`config.mk`:
```
export PLATFORM = sky130hd
export DESIGN_NAME = circular_deque
export DESIGN_NICKNAME = d
export VERILOG_FILES = /design/src/hdl/cdq_pkg.sv /design/src/hdl/cdq_ram.sv /design/src/hdl/cdq_ctrl.sv /design/src/hdl/cdq_dpath.sv /design/src/hdl/circular_deque.sv
export SDC_FILE = /design/constraint.sdc
export NUM_CORES = 1
export LEC_CHECK = 0
export ABC_CLOCK_PERIOD_IN_PS = 14900
export BUFFER_PORTS_ARGS = -buffer_cell sky130_fd_sc_hd__buf_2
export CORE_ASPECT_RATIO = 0.7
export CORE_MARGIN = 4
export CORE_UTILIZATION = 25
export CTS_CLUSTER_SIZE = 16
export DETAILED_ROUTE_END_ITERATION = 16
export GPL_TIMING_DRIVEN = 0
export SKIP_CTS_REPAIR_TIMING = 1
export SKIP_LAST_GASP = 1
export SLEW_MARGIN = 20
export SYNTH_ARGS = -nofsm -noshare
export SYNTH_HDL_FRONTEND = slang
export SYNTH_SLANG_ARGS = --single-unit
```
`constraint.sdc`:
```
create_clock -name clk -period 14.9 [get_ports clk]
set_input_delay 1.49 -clock clk [delete_from_list [all_inputs] [get_ports clk]]
set_output_delay 1.49 -clock clk [all_outputs]
set_load 0.01 [all_outputs]
```
`src/hdl/cdq_pkg.sv`:
```
// Shared types and constants for the circular deque.
package cdq_pkg;

  localparam int MAX_DEPTH = 16;
  localparam int PTR_W     = $clog2(MAX_DEPTH);
  localparam int CNT_W     = 5;
  localparam int DATA_W    = 32;
  localparam int APB_DW    = 32;
  localparam int APB_AW    = 3;
  localparam int REG_IDX_W = APB_AW - 2;

  localparam logic [1:0] OP_PUSH_FRONT = 2'd0;
  localparam logic [1:0] OP_PUSH_BACK  = 2'd1;
  localparam logic [1:0] OP_POP_FRONT  = 2'd2;
  localparam logic [1:0] OP_POP_BACK   = 2'd3;

  localparam logic [REG_IDX_W-1:0] REG_CAPACITY = '0;

  typedef struct packed {
    logic [1:0]               operation;
    logic signed [DATA_W-1:0] data_value;
  } cmd_t;

  typedef struct packed {
    logic                     accepted;
    logic signed [DATA_W-1:0] front_value;
    logic signed [DATA_W-1:0] rear_value;
    logic                     is_empty;
    logic                     is_full;
  } rsp_t;

  // Commands from the sequencer to the datapath.
  typedef struct packed {
    logic load_cmd;
    logic exec;
    logic load_rsp;
  } ctrl_t;

endpackage

```
`src/hdl/cdq_ram.sv`:
```
// Generic single-write, single-read RAM with registered read data.
module cdq_ram #(
  parameter int WIDTH = 32,
  parameter int DEPTH = 16
) (
  input  logic                     clk,
  input  logic                     we,
  input  logic [$clog2(DEPTH)-1:0] waddr,
  input  logic [WIDTH-1:0]         wdata,
  input  logic [$clog2(DEPTH)-1:0] raddr,
  output logic [WIDTH-1:0]         rdata
);

  logic [WIDTH-1:0] mem [DEPTH];

  always_ff @(posedge clk) begin
    if (we) begin
      mem[waddr] <= wdata;
    end
    rdata <= mem[raddr];
  end

endmodule

```
`src/hdl/cdq_ctrl.sv`:
```
// Sequencer for the circular deque: steps each command through update, read and result load.
module cdq_ctrl
  import cdq_pkg::*;
(
  input  logic  clk,
  input  logic  rst,
  input  logic  cmd_valid,
  output logic  cmd_stall,
  output logic  rsp_valid,
  input  logic  rsp_stall,
  output ctrl_t ctrl
);

  localparam logic [1:0] S_IDLE = 2'd0;
  localparam logic [1:0] S_EXEC = 2'd1;
  localparam logic [1:0] S_READ = 2'd2;
  localparam logic [1:0] S_LOAD = 2'd3;

  logic [1:0] state;
  logic [1:0] state_next;
  logic       rsp_free;

  assign rsp_free      = !rsp_valid || !rsp_stall;
  assign cmd_stall     = (state != S_IDLE);
  assign ctrl.load_cmd = (state == S_IDLE) && cmd_valid;
  assign ctrl.exec     = (state == S_EXEC);
  assign ctrl.load_rsp = (state == S_LOAD) && rsp_free;

  always_comb begin
    state_next = state;
    unique case (state)
      S_IDLE: if (cmd_valid) state_next = S_EXEC;
      S_EXEC: state_next = S_READ;
      S_READ: state_next = S_LOAD;
      S_LOAD: if (rsp_free) state_next = S_IDLE;
      default: state_next = S_IDLE;
    endcase
  end

  always_ff @(posedge clk) begin
    if (rst) begin
      state     <= S_IDLE;
      rsp_valid <= 1'b0;
    end else begin
      state <= state_next;
      if (ctrl.load_rsp) begin
        rsp_valid <= 1'b1;
      end else if (!rsp_stall) begin
        rsp_valid <= 1'b0;
      end
    end
  end

endmodule

```
`src/hdl/cdq_dpath.sv`:
```
// Datapath of the circular deque: pointers, count, capacity, ring memory and result register.
module cdq_dpath
  import cdq_pkg::*;
(
  input  logic             clk,
  input  logic             rst,
  input  cmd_t             cmd,
  input  ctrl_t            ctrl,
  input  logic             cfg_we,
  input  logic [CNT_W-1:0] cfg_wdata,
  output logic [CNT_W-1:0] capacity,
  output rsp_t             rsp
);

  cmd_t              cmd_q;
  logic [PTR_W-1:0]  head;
  logic [PTR_W-1:0]  head_next;
  logic [PTR_W-1:0]  tail;
  logic [PTR_W-1:0]  tail_next;
  logic [CNT_W-1:0]  count;
  logic [CNT_W-1:0]  count_next;
  logic              ok;
  logic              ok_q;
  logic              full;
  logic              empty;
  logic [CNT_W-1:0]  cap_clamped;
  logic [PTR_W-1:0]  cap_m1;
  logic [CNT_W-1:0]  head_inc;
  logic [CNT_W-1:0]  tail_inc;
  logic [PTR_W-1:0]  head_up;
  logic [PTR_W-1:0]  head_down;
  logic [PTR_W-1:0]  tail_up;
  logic [PTR_W-1:0]  tail_down;
  logic              ram_we;
  logic [PTR_W-1:0]  ram_waddr;
  logic [DATA_W-1:0] front_rd;
  logic [DATA_W-1:0] rear_rd;

  always_comb begin
    cap_clamped = cfg_wdata;
    if (cfg_wdata == '0) begin
      cap_clamped = CNT_W'(1);
    end else if (cfg_wdata > CNT_W'(MAX_DEPTH)) begin
      cap_clamped = CNT_W'(MAX_DEPTH);
    end
  end

  assign cap_m1    = PTR_W'(capacity - CNT_W'(1));
  assign head_inc  = CNT_W'(head) + CNT_W'(1);
  assign tail_inc  = CNT_W'(tail) + CNT_W'(1);
  assign head_up   = (head_inc >= capacity) ? '0 : head_inc[PTR_W-1:0];
  assign tail_up   = (tail_inc >= capacity) ? '0 : tail_inc[PTR_W-1:0];
  assign head_down = (head == '0) ? cap_m1 : head - PTR_W'(1);
  assign tail_down = (tail == '0) ? cap_m1 : tail - PTR_W'(1);

  assign full  = (count >= capacity);
  assign empty = (count == '0);

  always_comb begin
    head_next  = head;
    tail_next  = tail;
    count_next = count;
    ok         = 1'b0;
    ram_we     = 1'b0;
    ram_waddr  = head_down;
    unique case (cmd_q.operation)
      OP_PUSH_FRONT: begin
        ok        = !full;
        ram_waddr = head_down;
        if (!full) begin
          head_next  = head_down;
          count_next = count + CNT_W'(1);
          ram_we     = ctrl.exec;
        end
      end
      OP_PUSH_BACK: begin
        ok        = !full;
        ram_waddr = tail_up;
        if (!full) begin
          tail_next  = tail_up;
          count_next = count + CNT_W'(1);
          ram_we     = ctrl.exec;
        end
      end
      OP_POP_FRONT: begin
        ok = !empty;
        if (!empty) begin
          head_next  = head_up;
          count_next = count - CNT_W'(1);
        end
      end
      OP_POP_BACK: begin
        ok = !empty;
        if (!empty) begin
          tail_next  = tail_down;
          count_next = count - CNT_W'(1);
        end
      end
      default: ok = 1'b0;
    endcase
  end

  always_ff @(posedge clk) begin
    if (rst) begin
      capacity <= CNT_W'(MAX_DEPTH);
      head     <= '0;
      tail     <= PTR_W'(MAX_DEPTH - 1);
      count    <= '0;
    end else if (cfg_we) begin
      capacity <= cap_clamped;
      head     <= '0;
      tail     <= PTR_W'(cap_clamped - CNT_W'(1));
      count    <= '0;
    end else if (ctrl.exec) begin
      head  <= head_next;
      tail  <= tail_next;
      count <= count_next;
    end
  end

  always_ff @(posedge clk) begin
    if (ctrl.load_cmd) begin
      cmd_q <= cmd;
    end
    if (ctrl.exec) begin
      ok_q <= ok;
    end
    if (ctrl.load_rsp) begin
      rsp.accepted    <= ok_q;
      rsp.front_value <= empty ? '1 : front_rd;
      rsp.rear_value  <= empty ? '1 : rear_rd;
      rsp.is_empty    <= empty;
      rsp.is_full     <= full;
    end
  end

  // Two copies of the ring, written together, so front and rear read in the same cycle.
  cdq_ram #(.WIDTH(DATA_W), .DEPTH(MAX_DEPTH)) u_front_ram (
    .clk   (clk),
    .we    (ram_we),
    .waddr (ram_waddr),
    .wdata (cmd_q.data_value),
    .raddr (head),
    .rdata (front_rd)
  );

  cdq_ram #(.WIDTH(DATA_W), .DEPTH(MAX_DEPTH)) u_rear_ram (
    .clk   (clk),
    .we    (ram_we),
    .waddr (ram_waddr),
    .wdata (cmd_q.data_value),
    .raddr (tail),
    .rdata (rear_rd)
  );

`ifndef SYNTHESIS
  a_count_in_range: assert property (@(posedge clk) disable iff (rst) count <= capacity)
    else $error("entry count exceeds capacity");
  a_head_in_range: assert property (@(posedge clk) disable iff (rst) CNT_W'(head) < capacity)
    else $error("head pointer outside capacity");
  a_tail_in_range: assert property (@(posedge clk) disable iff (rst) CNT_W'(tail) < capacity)
    else $error("tail pointer outside capacity");
  a_write_only_when_room: assert property (@(posedge clk) disable iff (rst)
    ram_we |=> (count == $past(count) + CNT_W'(1)))
    else $error("ring write without a count increment");
`endif

endmodule

```
`src/hdl/circular_deque.sv`:
```
// Circular deque top level: a double-ended queue of signed 32-bit values in a ring memory.
// Each command transfer steps through accept, pointer update and ring write, ring read
// (set by the registered read of the ring memory) and result load. The result
// register lets the next command be accepted while a result transfer is still stalled.
// Writing the capacity register (1 to 16, other values clamped) empties the deque.
module circular_deque
  import cdq_pkg::*;
(
  input  logic              clk,
  input  logic              rst,
  input  logic              cmd_valid,
  output logic              cmd_stall,
  input  cmd_t              cmd,
  output logic              rsp_valid,
  input  logic              rsp_stall,
  output rsp_t              rsp,
  input  logic              psel,
  input  logic              penable,
  input  logic              pwrite,
  input  logic [APB_AW-1:0] paddr,
  input  logic [APB_DW-1:0] pwdata,
  output logic [APB_DW-1:0] prdata,
  output logic              pready
);

  ctrl_t                ctrl;
  logic                 cfg_we;
  logic [CNT_W-1:0]     capacity;
  logic [REG_IDX_W-1:0] reg_idx;

  assign pready  = 1'b1;
  assign reg_idx = paddr[APB_AW-1:2];
  assign cfg_we  = psel && penable && pwrite && pready && (reg_idx == REG_CAPACITY);
  assign prdata  = (reg_idx == REG_CAPACITY) ? APB_DW'(capacity) : '0;

  cdq_ctrl u_ctrl (
    .clk       (clk),
    .rst       (rst),
    .cmd_valid (cmd_valid),
    .cmd_stall (cmd_stall),
    .rsp_valid (rsp_valid),
    .rsp_stall (rsp_stall),
    .ctrl      (ctrl)
  );

  cdq_dpath u_dpath (
    .clk       (clk),
    .rst       (rst),
    .cmd       (cmd),
    .ctrl      (ctrl),
    .cfg_we    (cfg_we),
    .cfg_wdata (pwdata[CNT_W-1:0]),
    .capacity  (capacity),
    .rsp       (rsp)
  );

endmodule

```
==> results.py <==
metrics = {
    "timing": {
        "setup_viol": 0,
        "setup_slack_ns": 8.928,
        "period_share": 0.4008,
        "holdWs_ns": 0.4249,
        "fin_crit_ns": 5.972,
        "slew_headroom": 0.2426,
        "fmax_ghz": 0.1675,
        "finalMaxSlewViolations": 0,
        "finalSetupTns_ns": 0,
        "finalHoldViolations": 0,
        "rsz0062_at_grt": "no",
        "tightest_slew_ns": 1.136,
        "skew_ns": 0.02165,
    },
    "finish": {
        "layout-drive-gt1-share": 0.4033,
        "seq_area_um2": 20140,
        "nets": 1863,
        "num-fill-cells": 11560,
        "antenna_cells": 0,
        "multiInputGateArea_um2": 9445,
        "syn2layout_area_growth_pct": 20.33,
    },
    "logic_synthesis": {
        "syn_area_um2": 30050,
        "ys_warn_count": 0,
        "ys_seq_area_frac": 0.6702,
        "synth_ff_type": "edfxtp_1",
        "yosys_register_bits": 699,
        "synth_edf_count": 614,
        "yosysUniqueCellTypes": 60,
        "synth_xor_area_frac": 0.003789,
        "syn_inst": 1448,
        "avgSynthCellArea_um2": 20.75,
        "synth-simple-area-share": 0.03127,
        "synth_top_family_by_area": "multiplexers",
        "synth_mux_area_frac": 0.2426,
        "synth_compound_area_frac": 0.01732,
        "async_reset_ff_frac": 0,
        "synth-adder-area-share": 0.01274,
    },
    "detailed_routing": {
        "met3_length_mm": 6.246,
        "viasPerCell": 4.830,
        "wl_per_cell_um": 24.86,
        "m1WireLength_mm": 35.24,
        "drt_pass1_iterations": 5,
        "drc": 0,
        "highest_layer": "met5",
        "wl_met2_mm": 40.67,
        "finalWirelength_mm": 84.06,
        "drtAntennaViolNets": 0,
        "vias": 16330,
        "drt-initial-drc-count": 1744,
    },
    "place": {
        "dpl.hpwl_mm": 59.91,
        "portBuffers": 119,
        "pre_cts_slack_ns": 8.998,
        "gp_congestion": 0.7797,
    },
    "grt": {
        "grt-ovfl-total": 0,
        "grt_pass1_vias": 16990,
        "track_usage": 0.1312,
        "grt_antenna_before_repair": 1,
        "grt_pass1_wl_mm": 121.2,
        "grt_max_degree": 22,
    },
    "setup_path": {
        "worstPathRequired_ns": 15.21,
        "worst-setup-path-type": "flip-flop to flip-flop",
        "start_kind": "flip-flop",
        "critPathCaptureType": "flip-flop",
        "path_cells": "clkbuf_1 > clkbuf_1 > clkbuf_1 > inv_1 > ha_1 > ha_1 > a21o_1 > a31oi_1 > o21a_1 > a31oi_1 > nor3_2 > buf_4 > buf_4",
        "slowest_stage": "clkbuf_1",
        "cp.arrival_ns": 6.28,
        "cp_slowest_stage_delay_ns": 0.88,
        "cp_max_fo": 10,
        "crit_top_cell": "clkbuf_1",
    },
    "clock_tree": {
        "cts_max_path_buffers": 3,
        "clk_pin_slew_ns": 0.06,
        "cts_max_level": 3,
        "cts_tree": "done",
        "cts_sinks": 699,
        "cts_root_buf": "clkbuf_16",
        "cts_buffers": 75,
        "clk_latency_ns": 0.62,
    },
    "pwr": {
        "power_frac_clock": 0.315,
        "swShare": 0.3037,
        "peakVddDrop_v": 0.0001070,
        "powerDensity_nw_per_um2": 173.0,
        "leakagePower_nw": 11.76,
        "seq_power_share": 0.417,
        "p_switching_mw": 1.900,
        "internal_power_mw": 4.356,
        "comb_power_share": 0.268,
    },
    "min_path": {
        "hp-class": "flip-flop to flip-flop",
    },
    "floorplanning": {
        "die_y_um": 298.1,
        "start_util": 0.2518,
        "fp.dieW_um": 422.4,
        "pin_count": 178,
        "die-area_um2": 125900,
        "core_um2": 119400,
        "num_rows": 106,
    },
    "job": {
        "cap_violations": 0,
    },
    "status": {
        "status": "complete, no violations",
    },
}
cells in the final DEF, fill, tap and decap left out, types with 4 or more instances in the layout:
cell / instances
conb_1: 28
o21ai_0: 7
clkinv_1: 11
nand2_1: 12
clkbuf_1: 61
buf_6: 12
buf_2: 151
xor2_1: 6
mux4_2: 320
buf_4: 100
ha_1: 29
clkbuf_2: 4
edfxtp_1: 614
buf_1: 4
clkbuf_16: 76
clkbuf_8: 6
clkinv_2: 4
a211oi_1: 5
nor3_1: 9
nor3_2: 16
inv_1: 18
xnor2_1: 7
nor2_1: 24
mux2i_1: 6
nand3_1: 4
a21oi_1: 17
nor2b_1: 8
clkinvlp_4: 7
bufinv_16: 12
a31oi_1: 8
nand2b_1: 70
dfxtp_1: 85
path summary, 6_finish.rpt:
| path | startpoint | end | depth (start not counted) | slack (ns) |
|---|---|---|---|---|
| setup / recovery | u_dpath.tail[1] | u_dpath.u_rear_ram.mem[12][23] | 13 | 8.93 |
| hold / removal | u_dpath.ok_q | u_dpath.rsp[66] | 0 | 0.42 |
| setup reg to reg | u_dpath.tail[1] | u_dpath.u_rear_ram.mem[12][23] | 13 | 8.93 |
| hold reg to reg | u_dpath.ok_q | u_dpath.rsp[66] | 0 | 0.42 |
power groups by stage:
stage / logic (mW) / registers [mW] / clock network [mW]
floorplan: 1.06 / 2.61 / 0
global placement: 1.63 / 2.66 / 0
detailed placement: 1.70 / 2.65 / 0
CTS: 1.71 / 2.61 / 2.02
global route: 1.81 / 2.63 / 2.09
finish: 1.68 / 2.61 / 1.97
layer usage:
metal,up-vias,track usage
met5,-,0
met4,2,0.03325
met3,125,0.02341
met2,764,0.2159
met1,8750,0.1800
li1,6690,-
sequential cells by signal, summed over array words and instances (netlist names), 4 cells and up:
register / cells
u_dpath.rsp: 67
u_dpath.count: 5
u_dpath.u_rear_ram.rdata: 32
u_dpath.u_rear_ram.mem: 512
u_dpath.head: 4
u_dpath.u_front_ram.rdata: 32
u_dpath.tail: 4
u_dpath.cmd_q: 34
u_dpath.capacity: 5
worst max-delay path: cells and delay by family (launching register included):
family	cells	cell delay (ns)
buffers and inverters	6	2.55
AO/OA/AOI/OAI	4	1.26
AND/OR/NAND/NOR	1	0.82
adder cells (fa/ha/maj)	2	0.65
flip-flops	1	0.35
stage by stage:
| stage | std cells | utilization | total power, mW | cell area (µm²) |
|---|---|---|---|---|
| after floorplan | 1474 | - | 3.670 | 30150 |
| after global placement | 3159 | 0.2740 | 4.285 | 32700 |
| after detailed placement | 3246 | 0.2812 | 4.355 | 33570 |
| after CTS | 3381 | 0.3029 | 6.338 | 36160 |
| after global routing | 3381 | 0.3030 | 6.533 | 36160 |
| final | 3381 | 0.3030 | 6.256 | 36160 |
kinds of logic (layout without fill, tap and decap cells):
family                     after synthesis  in the layout
AOI/OAI and AO/OA                       74             74
other                                    2             28
DFF                                    699            699
xor gates and xnor gates                13             13
buffers and inverters                  136            477
and+or+nand+nor                        166            166
muxes                                  328            328
adders and majority gates               30             30
final cells by class:
type,count,share of cell area
Sequential cell,699,0.5569
Multi-Input combinational cell,639,0.2612
Clock buffer,94,0.05612
Tap cell,1566,0.05418
Timing Repair Buffer,206,0.03747
Buffer,118,0.01661
Clock inverter,41,0.01564
Inverter,18,0.001868
synthesized netlist by cell type, drive strengths merged (3+ instances only):
cell	count	area [µm²]
edfxtp	614	18440
mux4	320	7207
dfxtp	85	1702
nand2b	70	437.9
buf	65	391.6
clkbuf	53	198.9
ha	29	362.9
nor3	25	125.1
nor2	24	90.09
inv	18	67.56
a21oi	17	85.08
nand2	12	45.04
o21ai	9	45.04
a31oi	8	50.05
nor2b	8	50.05
xnor2	7	61.31
a211oi	6	50.05
mux2i	6	60.06
xor2	6	52.55
and2	4	25.02
nand3	4	20.02
a21boi	3	22.52
a21o	3	22.52
a22oi	3	22.52
a31o	3	26.28
nor3b	3	22.52
o22ai	3	18.77
o31ai	3	22.52
or3	3	18.77
or3b	3	26.28
Power figures use the tool's default switching activity.
